### src/rtl/core/wrr_pkg.sv
package wrr_pkg;

    localparam int DEPTH       = 16;
    localparam int TAG_BITS    = 16;
    localparam int WEIGHT_BITS = 16;
    localparam int PTR_BITS    = $clog2(DEPTH);
    localparam int CNT_BITS    = $clog2(DEPTH + 1);

    typedef enum logic [1:0] {
        REQ_GET_NEXT    = 2'd0,
        REQ_ADD         = 2'd1,
        REQ_REMOVE      = 2'd2,
        REQ_GET_CURRENT = 2'd3
    } req_type_t;

    typedef enum logic [1:0] {
        ST_OK        = 2'd0,
        ST_FULL      = 2'd1,
        ST_BAD_INDEX = 2'd2,
        ST_EMPTY     = 2'd3
    } status_t;

    typedef struct packed {
        req_type_t              req_type;
        logic [TAG_BITS-1:0]    new_data;
        logic [WEIGHT_BITS-1:0] new_weight;
        logic [PTR_BITS-1:0]    remove_index;
    } req_t;

    typedef struct packed {
        logic [TAG_BITS-1:0] served_data;
        logic                data_valid;
        status_t             status;
        logic [CNT_BITS-1:0] entry_count;
    } res_t;

    typedef struct packed {
        logic [TAG_BITS-1:0]    tag;
        logic [WEIGHT_BITS-1:0] weight;
    } entry_t;

endpackage

### src/rtl/core/wrr_ifs.sv
interface wrr_req_if;
    import wrr_pkg::*;

    logic                   valid;
    logic                   ready;
    req_type_t              req_type;
    logic [TAG_BITS-1:0]    new_data;
    logic [WEIGHT_BITS-1:0] new_weight;
    logic [PTR_BITS-1:0]    remove_index;

    modport source (output valid, output req_type, output new_data, output new_weight,
                     output remove_index, input ready);
    modport sink (input valid, input req_type, input new_data, input new_weight,
                  input remove_index, output ready);
endinterface

interface wrr_res_if;
    import wrr_pkg::*;

    logic                valid;
    logic                ready;
    logic [TAG_BITS-1:0] served_data;
    logic                data_valid;
    status_t             status;
    logic [CNT_BITS-1:0] entry_count;

    modport source (output valid, output served_data, output data_valid, output status,
                     output entry_count, input ready);
    modport sink (input valid, input served_data, input data_valid, input status,
                  input entry_count, output ready);
endinterface

### src/rtl/core/weighted_round_robin_ring.sv
// Channel  Dir  Payload                                              Accepted when
// req      in   req_type, new_data, new_weight, remove_index         req.valid && req.ready
// rsp      out  served_data, data_valid, status, entry_count         rsp.valid && rsp.ready
//
// A get_next or get_current walks over the zero-weight entries (at most the entry count) before
// its result, one RAM read per cycle. An add writes the entry RAM once; a remove moves every entry
// after the removed one down by one slot, with a read and a write of the entry RAM for each moved
// entry. Errors go straight to the result.
// Reset is asynchronous and active low; the entry RAM is not cleared and needs no sweep.
// One item is worked on at a time; the next is taken while its result waits in the output register.
module weighted_round_robin_ring (
    input logic      clk,
    input logic      rst_n,
    wrr_req_if.sink  req,
    wrr_res_if.source rsp
);
    import wrr_pkg::*;

    req_t eng_req;
    res_t eng_res;
    logic eng_res_valid;
    logic eng_res_ready;
    logic out_valid_reg;
    res_t out_res_reg;

    assign eng_req.req_type     = req.req_type;
    assign eng_req.new_data     = req.new_data;
    assign eng_req.new_weight   = req.new_weight;
    assign eng_req.remove_index = req.remove_index;

    wrr_engine u_engine (
        .clk       (clk),
        .rst_n     (rst_n),
        .req       (eng_req),
        .req_valid (req.valid),
        .req_ready (req.ready),
        .res       (eng_res),
        .res_valid (eng_res_valid),
        .res_ready (eng_res_ready)
    );

    assign eng_res_ready = !out_valid_reg || rsp.ready;

    always_ff @(posedge clk or negedge rst_n)
    begin
        if (!rst_n)
        begin
            out_valid_reg <= 1'b0;
        end
        else if (eng_res_ready)
        begin
            out_valid_reg <= eng_res_valid;
        end
    end

    always_ff @(posedge clk)
    begin
        if (eng_res_ready && eng_res_valid)
        begin
            out_res_reg <= eng_res;
        end
    end

    assign rsp.valid       = out_valid_reg;
    assign rsp.served_data = out_res_reg.served_data;
    assign rsp.data_valid  = out_res_reg.data_valid;
    assign rsp.status      = out_res_reg.status;
    assign rsp.entry_count = out_res_reg.entry_count;

endmodule

### src/rtl/core/wrr_engine.sv
module wrr_engine (
    input  logic          clk,
    input  logic          rst_n,
    input  wrr_pkg::req_t req,
    input  logic          req_valid,
    output logic          req_ready,
    output wrr_pkg::res_t res,
    output logic          res_valid,
    input  logic          res_ready
);
    import wrr_pkg::*;

    typedef enum logic [2:0] {
        S_IDLE,
        S_SKIP_RD,
        S_SKIP_CHK,
        S_RM_RD,
        S_RM_MOVE,
        S_RESP
    } state_t;

    state_t                 state_reg, state_next;
    req_type_t              op_reg, op_next;
    logic [PTR_BITS-1:0]    idx_reg, idx_next;
    logic [CNT_BITS-1:0]    used_reg, used_next;
    logic [PTR_BITS-1:0]    pos_reg, pos_next;
    logic [WEIGHT_BITS-1:0] sc_reg, sc_next;
    logic [TAG_BITS-1:0]    last_tag_reg, last_tag_next;
    logic                   last_valid_reg, last_valid_next;
    logic [CNT_BITS-1:0]    steps_reg, steps_next;
    logic [CNT_BITS-1:0]    sh_reg, sh_next;
    logic [TAG_BITS-1:0]    res_data_reg, res_data_next;
    logic                   res_dv_reg, res_dv_next;
    status_t                res_status_reg, res_status_next;

    entry_t                 mem [DEPTH];
    entry_t                 rd_q;
    logic                   rd_en;
    logic [PTR_BITS-1:0]    rd_addr;
    logic                   wr_en;
    logic [PTR_BITS-1:0]    wr_addr;
    entry_t                 wr_data;

    logic [PTR_BITS-1:0]    pos_adv;
    logic [WEIGHT_BITS-1:0] sc_inc;
    logic [CNT_BITS-1:0]    used_dec;
    logic [CNT_BITS-1:0]    sh_dec;

    function automatic logic [PTR_BITS-1:0] advance(input logic [PTR_BITS-1:0] p,
                                                    input logic [CNT_BITS-1:0] n);
        logic [CNT_BITS-1:0] q;
        begin
            q = CNT_BITS'(p) + CNT_BITS'(1);
            if (q >= n)
            begin
                advance = '0;
            end
            else
            begin
                advance = q[PTR_BITS-1:0];
            end
        end
    endfunction

    // The entry store is a single-port-write, single-port-read RAM with registered read data.
    always_ff @(posedge clk)
    begin
        if (wr_en)
        begin
            mem[wr_addr] <= wr_data;
        end
        if (rd_en)
        begin
            rd_q <= mem[rd_addr];
        end
    end

    assign pos_adv  = advance(pos_reg, used_reg);
    assign sc_inc   = (sc_reg == '1) ? sc_reg : sc_reg + WEIGHT_BITS'(1);
    assign used_dec = used_reg - CNT_BITS'(1);
    assign sh_dec   = sh_reg - CNT_BITS'(1);

    assign req_ready = (state_reg == S_IDLE);
    assign res_valid = (state_reg == S_RESP);
    assign res.served_data = res_data_reg;
    assign res.data_valid  = res_dv_reg;
    assign res.status      = res_status_reg;
    assign res.entry_count = used_reg;

    always_comb
    begin
        state_next      = state_reg;
        op_next         = op_reg;
        idx_next        = idx_reg;
        used_next       = used_reg;
        pos_next        = pos_reg;
        sc_next         = sc_reg;
        last_tag_next   = last_tag_reg;
        last_valid_next = last_valid_reg;
        steps_next      = steps_reg;
        sh_next         = sh_reg;
        res_data_next   = res_data_reg;
        res_dv_next     = res_dv_reg;
        res_status_next = res_status_reg;
        rd_en           = 1'b0;
        rd_addr         = pos_reg;
        wr_en           = 1'b0;
        wr_addr         = used_reg[PTR_BITS-1:0];
        wr_data         = '{tag: req.new_data, weight: req.new_weight};

        case (state_reg)
            S_IDLE:
            begin
                if (req_valid)
                begin
                    op_next         = req.req_type;
                    res_data_next   = '0;
                    res_dv_next     = 1'b0;
                    res_status_next = ST_OK;
                    case (req.req_type)
                        REQ_GET_NEXT:
                        begin
                            if (used_reg == '0)
                            begin
                                res_status_next = ST_EMPTY;
                                state_next      = S_RESP;
                            end
                            else
                            begin
                                state_next = S_SKIP_RD;
                            end
                        end
                        REQ_ADD:
                        begin
                            if (used_reg >= CNT_BITS'(DEPTH))
                            begin
                                res_status_next = ST_FULL;
                            end
                            else
                            begin
                                wr_en     = 1'b1;
                                used_next = used_reg + CNT_BITS'(1);
                            end
                            state_next = S_RESP;
                        end
                        REQ_REMOVE:
                        begin
                            if (used_reg == '0)
                            begin
                                res_status_next = ST_EMPTY;
                                state_next      = S_RESP;
                            end
                            else if (CNT_BITS'(req.remove_index) >= used_reg)
                            begin
                                res_status_next = ST_BAD_INDEX;
                                state_next      = S_RESP;
                            end
                            else
                            begin
                                idx_next   = req.remove_index;
                                sh_next    = CNT_BITS'(req.remove_index) + CNT_BITS'(1);
                                state_next = S_RM_RD;
                            end
                        end
                        REQ_GET_CURRENT:
                        begin
                            res_data_next = last_tag_reg;
                            res_dv_next   = last_valid_reg;
                            if (used_reg == '0)
                            begin
                                res_status_next = ST_EMPTY;
                                state_next      = S_RESP;
                            end
                            else
                            begin
                                state_next = S_SKIP_RD;
                            end
                        end
                        default:
                        begin
                            state_next = S_RESP;
                        end
                    endcase
                end
            end
            S_SKIP_RD:
            begin
                rd_en      = 1'b1;
                rd_addr    = pos_reg;
                steps_next = '0;
                state_next = S_SKIP_CHK;
            end
            S_SKIP_CHK:
            begin
                // Walk past zero-weight entries; the read for the next position overlaps the check.
                if (steps_reg < used_reg && rd_q.weight == '0)
                begin
                    sc_next    = '0;
                    pos_next   = pos_adv;
                    rd_en      = 1'b1;
                    rd_addr    = pos_adv;
                    steps_next = steps_reg + CNT_BITS'(1);
                end
                else
                begin
                    if (op_reg == REQ_GET_NEXT)
                    begin
                        last_tag_next   = rd_q.tag;
                        last_valid_next = 1'b1;
                        res_data_next   = rd_q.tag;
                        res_dv_next     = 1'b1;
                        if (rd_q.weight != '0 && sc_inc >= rd_q.weight)
                        begin
                            sc_next  = '0;
                            pos_next = pos_adv;
                        end
                        else
                        begin
                            sc_next = sc_inc;
                        end
                    end
                    else
                    begin
                        res_data_next = last_tag_reg;
                        res_dv_next   = last_valid_reg;
                    end
                    state_next = S_RESP;
                end
            end
            S_RM_RD:
            begin
                if (sh_reg < used_reg)
                begin
                    rd_en      = 1'b1;
                    rd_addr    = sh_reg[PTR_BITS-1:0];
                    state_next = S_RM_MOVE;
                end
                else
                begin
                    used_next = used_dec;
                    if (pos_reg == idx_reg)
                    begin
                        sc_next = '0;
                        if (CNT_BITS'(pos_reg) >= used_dec)
                        begin
                            pos_next = '0;
                        end
                    end
                    else if (pos_reg > idx_reg)
                    begin
                        pos_next = pos_reg - PTR_BITS'(1);
                    end
                    if (used_dec == '0)
                    begin
                        pos_next = '0;
                    end
                    state_next = S_RESP;
                end
            end
            S_RM_MOVE:
            begin
                wr_en      = 1'b1;
                wr_addr    = sh_dec[PTR_BITS-1:0];
                wr_data    = rd_q;
                sh_next    = sh_reg + CNT_BITS'(1);
                state_next = S_RM_RD;
            end
            S_RESP:
            begin
                if (res_ready)
                begin
                    state_next = S_IDLE;
                end
            end
            default:
            begin
                state_next = S_IDLE;
            end
        endcase
    end

    always_ff @(posedge clk or negedge rst_n)
    begin
        if (!rst_n)
        begin
            state_reg      <= S_IDLE;
            op_reg         <= REQ_GET_NEXT;
            used_reg       <= '0;
            pos_reg        <= '0;
            sc_reg         <= '0;
            last_tag_reg   <= '0;
            last_valid_reg <= 1'b0;
            steps_reg      <= '0;
        end
        else
        begin
            state_reg      <= state_next;
            op_reg         <= op_next;
            used_reg       <= used_next;
            pos_reg        <= pos_next;
            sc_reg         <= sc_next;
            last_tag_reg   <= last_tag_next;
            last_valid_reg <= last_valid_next;
            steps_reg      <= steps_next;
        end
    end

    always_ff @(posedge clk)
    begin
        idx_reg        <= idx_next;
        sh_reg         <= sh_next;
        res_data_reg   <= res_data_next;
        res_dv_reg     <= res_dv_next;
        res_status_reg <= res_status_next;
    end

`ifndef NO_ASSERTIONS
    a_used_bound: assert property (@(posedge clk) disable iff (!rst_n)
        used_reg <= CNT_BITS'(DEPTH))
        else $error("entry count exceeds table depth");

    a_pos_in_range: assert property (@(posedge clk) disable iff (!rst_n)
        used_reg != '0 |-> CNT_BITS'(pos_reg) < used_reg)
        else $error("position points past the last entry");

    a_pos_empty: assert property (@(posedge clk) disable iff (!rst_n)
        used_reg == '0 |-> pos_reg == '0)
        else $error("position not zero on an empty table");

    a_req_leaves_idle: assert property (@(posedge clk) disable iff (!rst_n)
        req_valid && req_ready |=> state_reg != S_IDLE)
        else $error("accepted item produced no work");

    a_last_valid_sticky: assert property (@(posedge clk) disable iff (!rst_n)
        last_valid_reg |=> last_valid_reg)
        else $error("last served tag lost its valid flag");

    a_skip_bound: assert property (@(posedge clk) disable iff (!rst_n)
        state_reg == S_SKIP_CHK |-> steps_reg <= used_reg)
        else $error("skip walk ran past one lap");
`endif

endmodule

### src/flat_wrapper.sv
// flat-port wrapper written by rule: the top's interface ports become plain ports
module weighted_round_robin_ring_flat import wrr_pkg::*;
  (clk, rst_n, req_valid, req_req_type, req_new_data, req_new_weight, req_remove_index, req_ready, rsp_valid, rsp_served_data, rsp_data_valid, rsp_status, rsp_entry_count, rsp_ready);
  wrr_req_if req_i ();
  wrr_res_if rsp_i ();
  input logic clk;
  input logic rst_n;
  input wire logic [$bits(req_i.valid)-1:0] req_valid;
  input wire logic [$bits(req_i.req_type)-1:0] req_req_type;
  input wire logic [$bits(req_i.new_data)-1:0] req_new_data;
  input wire logic [$bits(req_i.new_weight)-1:0] req_new_weight;
  input wire logic [$bits(req_i.remove_index)-1:0] req_remove_index;
  output wire logic [$bits(req_i.ready)-1:0] req_ready;
  output wire logic [$bits(rsp_i.valid)-1:0] rsp_valid;
  output wire logic [$bits(rsp_i.served_data)-1:0] rsp_served_data;
  output wire logic [$bits(rsp_i.data_valid)-1:0] rsp_data_valid;
  output wire logic [$bits(rsp_i.status)-1:0] rsp_status;
  output wire logic [$bits(rsp_i.entry_count)-1:0] rsp_entry_count;
  input wire logic [$bits(rsp_i.ready)-1:0] rsp_ready;
  assign req_i.valid = req_valid;
  assign req_i.req_type = req_req_type;
  assign req_i.new_data = req_new_data;
  assign req_i.new_weight = req_new_weight;
  assign req_i.remove_index = req_remove_index;
  assign req_ready = req_i.ready;
  assign rsp_valid = rsp_i.valid;
  assign rsp_served_data = rsp_i.served_data;
  assign rsp_data_valid = rsp_i.data_valid;
  assign rsp_status = rsp_i.status;
  assign rsp_entry_count = rsp_i.entry_count;
  assign rsp_i.ready = rsp_ready;
  weighted_round_robin_ring u_core (.clk(clk), .rst_n(rst_n), .req(req_i), .rsp(rsp_i));
endmodule
### config.mk
export PLATFORM = sky130hd
export DESIGN_NAME = weighted_round_robin_ring_flat
export DESIGN_NICKNAME = d
export VERILOG_FILES = /design/src/rtl/core/wrr_pkg.sv /design/src/rtl/core/wrr_ifs.sv /design/src/rtl/core/weighted_round_robin_ring.sv /design/src/rtl/core/wrr_engine.sv /design/src/flat_wrapper.sv
export SDC_FILE = /design/constraint.sdc
export NUM_CORES = 1
export LEC_CHECK = 0
export ABC_AREA = 1
export BUFFER_PORTS_ARGS = -buffer_cell sky130_fd_sc_hd__buf_2
export CELL_PAD_IN_SITES_DETAIL_PLACEMENT = 1
export CELL_PAD_IN_SITES_GLOBAL_PLACEMENT = 1
export CORE_UTILIZATION = 45
export DETAILED_ROUTE_END_ITERATION = 12
export GPL_ROUTABILITY_DRIVEN = 0
export PLACE_DENSITY = 0.73
export REMOVE_ABC_BUFFERS = 1
export SYNTH_ARGS = -nofsm -noshare
export SYNTH_HDL_FRONTEND = slang
export SYNTH_SLANG_ARGS = --single-unit
### constraint.sdc
create_clock -name clk -period 7.45 [get_ports clk]
set_input_delay 0.3725 -clock clk [delete_from_list [all_inputs] [get_ports clk]]
set_output_delay 0.3725 -clock clk [all_outputs]
set_load 0.02 [all_outputs]
Word level (Yosys, flattened, before mapping). Memory sizes are Yosys's and may differ from the RTL's. A register that Yosys moved wholly into a read port is not among the register bits. Cells that the tools add are included.

Multiply operators: 0. Reduce and logical (&&, ||, !) cells: 28. Magnitude comparators: 8. Div/mod/pow operators: 0. Bitwise logic cells: 3. Equal/unequal tests: 25. Shift operators: 0. Multiplexer cells: 67. Add/subtract/negate cells: 9.

Operators with widths (number): $mux W16 (10); $pmux W16 S2 (2); $mux W4 (12); $mux W5 (9); $mux W32 (1); $pmux W5 S2 (3); $mux W3 (6); $ne A2 B2 Y1 const B (9); $pmux W3 S6 (1); $add A16 B1 Y16 const B (1); $eq A16 B16 Y1 const B (1); $ge A16 B16 Y1 (1); $logic_not A16 Y1 (1); $pmux W4 S2 (2); $reduce_bool A16 Y1 (1); $add A5 B1 Y5 const B (3); $reduce_and A5 Y1 (3); $mux W1 (13); $add A4 B1 Y5 const B (2); $ge A4 B5 Y1 (2); $logic_not A5 Y1 (2); $lt A5 B5 Y1 (2); $reduce_bool A2 Y1 (5); $pmux W3 S3 (1); other kinds (29) (47).

Bits in latches: 0. RAM bits: 512. Input port bits: 42. Memory bits (read-only): 0. Output and inout bits: 26. Memories kept: 1. Flip-flop bits (word level): 105.

Memories: u_core.u_engine.mem (depth 16, width 32, rd ports 1, clocked after memory_dff 1, wr ports 1, line wrr_engine.sv:36) `entry_t mem [DEPTH];`.

Depth between registers and ports, before layout.
Depth in word-level cells: 8. Depth in mapped cells: 21. Gate-level depth less buffers: 21.

Hierarchy. A second synthesis with hierarchy kept.

Cell total of the unflattened synthesis: 3086. Area, all modules: 30737.0 µm².

By module, submodules not included: wrr_engine (seq. area each 18477.7 µm², cells an instance 3056, times used 1, area an instance 29971.2 µm²); weighted_round_robin_ring (seq. area each 745.7 µm², cells an instance 30, times used 1, area an instance 765.7 µm²).

Worst setup path before layout. Ideal clock, no wire load.

Kind: reg-to-reg. Start: register u_core.u_engine.state_reg[0]. End: memory u_core.u_engine.mem[10][0] (netlist name) (enable). Path buffers: 1. Library setup time: 0.421 ns. Stages on the path, launching flop included: 11. Setup slack: 3.983 ns. Arrival: 3.046 ns. Path through: dfrtp_1 -> nor2_1 -> inv_1 -> nor2_1 -> inv_1 -> buf_2 -> o21ai_0 -> inv_1 -> nor2_1 -> nand2_1 -> nor2_1.

Cells in the longest elaborated chain, start to end: 4.

RTL lines: from (decl) (line wrr_engine.sv:22) `state_t state_reg, state_next;`; from (signal assigned) (line wrr_engine.sv:297) `state_reg <= state_next;`; $eq A3 B3 Y1 or $logic_not A3 Y1 (tied branches) (line wrr_engine.sv:111) `case (state_reg)`; $pmux W1 S2 (line wrr_engine.sv:111); $mux W1 (line wrr_engine.sv:68) `if (wr_en)`; $mux W1 (not written as such) (line wrr_engine.sv:70) `mem[wr_addr] <= wr_data;`; to (decl) (line wrr_engine.sv:36).

Several ways; a longest one is shown, not always the timed one.

Final worst setup path.
Start: register u_core.u_engine.pos_reg[2]. End: register u_core.u_engine.rd_q[18] (netlist name).

Cells in the longest elaborated chain, start to end: 5.

RTL lines: from (decl) (line wrr_engine.sv:26) `logic [PTR_BITS-1:0] pos_reg, pos_next;`; from (signal assigned) (line wrr_engine.sv:300) `pos_reg <= pos_next;`; $add A4 B1 Y5 (line wrr_engine.sv:53) `q = CNT_BITS'(p) + CNT_BITS'(1);`; $ge A5 B5 Y1 (line wrr_engine.sv:54) `if (q >= n)`; $mux W4 (line wrr_engine.sv:54); $mux W4 (line wrr_engine.sv:196) `if (steps_reg < used_reg && rd_q.weight == '0)`; $pmux W4 S2 (*) (line wrr_engine.sv:111).

Mark *: on every way between the ends. The rest lies on a longest branch, timed or not. A chain may end at the register's enable or synchronous reset.

==> impl_metrics.py <==
metrics = {
    "clocking": {
        "cts_resized": 0,
        "clock_tree.buffer_depth": 3,
        "cts_buffers": 71,
        "clock_sinks": 649,
        "cts_setup_buffers": 0,
        "ctsHoldBuffers": 4,
        "cts-root-buf": "clkbuf_16",
        "insertion_delay_ns": 0.61,
        "h-tree-depth": 3,
        "cts_tree": "yes",
        "path_clk_slew_ns": 0.06,
    },
    "sta": {
        "worst_slew_pin_slew_ns": 1.27,
        "maxSlewHeadroom_pct": 14.9,
        "skew_ns": 0.0129,
        "finalSetupViolCount": 0,
        "hold_viol": 0,
        "period_needed_ns": 5.26,
        "max_freq_mhz": 190,
        "rsz0062_at_grt": "no",
        "period_share_pct": 70.6,
        "drv_slew": 0,
        "holdWs_ns": 0.0319,
    },
    "final_layout": {
        "largest_register_ffs": 512,
        "final_util_pct": 50.9,
        "diodes": 0,
        "fin_cells": 4020,
        "fin_nets": 3188,
        "top_regs": "u_core.u_engine.mem: 512 flops, u_core.u_engine.rd_q: 32 flops",
        "drive_gt1_share_pct": 8.80,
        "design_area_um2": 34300,
        "syn_to_final_growth_pct": 11.7,
        "regMostFlops": "u_core.u_engine.mem",
    },
    "routing": {
        "routed_via_density": 5.79,
        "wire_per_inst_um": 23.5,
        "drcViolationCount": 0,
        "drt_wl_total_mm": 94.6,
        "drtIter0Drc": 2239,
        "first_pass_iters": 5,
        "dr_total_vias": 23300,
        "postRouteAntennaNets": 0,
    },
    "yosys": {
        "ys_types": 38,
        "yosys.cell_count.top_type": "inv_1",
        "synth.area.top_cells": "edfxtp_1, nand3_1, inv_1, nand2_1, nand4_1",
        "synth_top_area_cell": "edfxtp_1",
        "ys_ff_latch": 649,
        "yosys_most_used_dff": "edfxtp_1",
        "syn_inst": 3062,
        "netlist_area_um2": 30700,
        "async_flop_share_pct": 8.17,
        "yosysSeqAreaShare_pct": 62.7,
        "synth_common_cells": "inv_1, edfxtp_1, nand3_1",
        "ys.warnings.count": 0,
        "synth_top_cell_area_share_pct": 58.4,
        "synth_edf_count": 596,
        "avgSynthCellArea_um2": 10.0,
    },
    "placed_design": {
        "dp.cells": 3889,
        "port-buffer-count": 67,
        "postPlaceCellArea_um2": 32000,
        "dp_hpwl_mm": 52.0,
    },
    "worst_setup_path": {
        "max_stage_delay_ns": 1.14,
        "critPathMaxFanout": 112,
        "cpMostUsedCell": "nand3_1",
        "crit_arrival_ns": 5.61,
        "path_cells": "nand3_1 -> xor2_1 -> inv_1 -> ha_1 -> nand2_1 -> inv_1 -> nand2_1 -> nand3_1 -> nor2_1 -> nand3_4 -> nand3_4 -> buf_12 -> nand2_1 -> nand3_1 -> nand3_1 -> nand3_1 -> nand2_1",
        "cp_num_buf_inv": 3,
        "r2r-start": "u_core.u_engine.pos_reg[2]",
        "path_delay_family": "simple AND/OR/NAND/NOR gates",
        "cp-start-kind": "flip-flop",
        "cp-end-kind": "flip-flop",
        "crit_path_top_delay_cell": "nand3_4",
        "path_class": "flip-flop to flip-flop",
        "critical_path.startpoint": "u_core.u_engine.pos_reg[2]",
        "cp.required_ns": 7.80,
    },
    "global_routing": {
        "track_usage_pct": 27.2,
        "grt_max_degree": 185,
        "first_global_vias": 24700,
        "grt_overflow": 0,
        "grt_pass1_wl_mm": 144,
        "antenna_found_initial": 1,
    },
    "floorplanning": {
        "die_x_um": 263,
        "rows": 95,
        "die_height_um": 263,
        "die-area_um2": 69200,
        "start_util_pct": 45.6,
        "core_area_um2": 67300,
        "io_pins": 68,
    },
    "power_and_ir_drop": {
        "power.leakage_nw": 14.7,
        "ir_drop_v": 0.000300,
        "cellPowerDensity_nw_per_um2": 388,
        "power_mw": 13.3,
    },
    "worst_hold_path": {
        "hold_start": "req_remove_index[2]",
        "hold_class": "primary input to flip-flop",
    },
    "job": {
        "drv_cap": 0,
    },
    "outcome": {
        "status": "finished clean",
    },
}
per-layer routing:
layer | part of all wire (%) | wire [um] | global-route usage (%) | vias up
met2 | 49 | 46600 | 46.4 | 812
met4 | 3.1 | 2960 | 10.7 | 0
met5 | 0 | 0 | 0 | -
met3 | 6.0 | 5650 | 3.41 | 194
met1 | 42 | 39300 | 35.3 | 11800
li1 | - | - | - | 10400
cells by family after synthesis:
logic type	count (synthesis)	share of synthesized area, %
flip-flops	649	62.7
adder cells (fa/ha/maj)	53	2.16
buffers and inverters	816	10.5
XOR/XNOR	26	0.743
AND/OR/NAND/NOR	1350	21.1
AO/OA/AOI/OAI	168	2.88
worst paths after layout:
check,end,slack (ns),cells past startpoint
min in group asynchronous,u_core.u_engine.sc_reg[8],0.47,3
max,u_core.u_engine.rd_q[18],2.19,17
min reg2reg,u_core.rsp.served_data[11],0.42,0
max in group asynchronous,u_core.u_engine.last_tag_reg[2],6.37,3
max reg2reg,u_core.u_engine.rd_q[18],2.19,17
min,u_core.u_engine.idx_reg[2],0.03,1
area by class of cell:
| cell class | instances | area, um2 |
|---|---|---|
| Clock buffer | 98 | 1950 |
| Clock inverter | 29 | 230 |
| Fill cell | 7362 | 33000 |
| Inverter | 634 | 2380 |
| Multi-Input combinational cell | 1597 | 8440 |
| Sequential cell | 649 | 19200 |
| Tap cell | 873 | 1090 |
| Timing Repair Buffer | 140 | 943 |
power breakdown:
part           total (mW)  internal [mW]  switching (mW)  leakage (nW)
Combinational        4.90           1.31            3.59          7.54
Clock                3.40           1.94            1.46          1.07
Sequential           4.99           4.76           0.231          6.09
Total                13.3           8.01            5.28          14.7
layout by cell type, fill, tap and decap left out, types with 5 or more instances in the layout:
cell	count
a21oi_1	24
buf_2	67
buf_4	65
clkbuf_1	22
clkbuf_16	73
clkinv_1	10
clkinv_2	11
dfrtp_1	53
edfxtp_1	596
ha_1	53
inv_1	622
inv_2	10
inv_6	6
nand2_1	472
nand3_1	509
nand4_1	264
nor2_1	55
nor2_4	18
nor3_1	15
o21ai_0	118
o21ai_1	9
xnor2_1	5
xor2_1	21
stage by stage:
step           TNS, ns  worst slack, ns
6_report             0             2.19
3_5_place_dp         0             2.26
5_1_grt              0             1.82
3_3_place_gp         0             2.48
4_1_cts              0             2.24
2_1_floorplan  -122.43            -3.83
(Power assumes the default switching activity.)
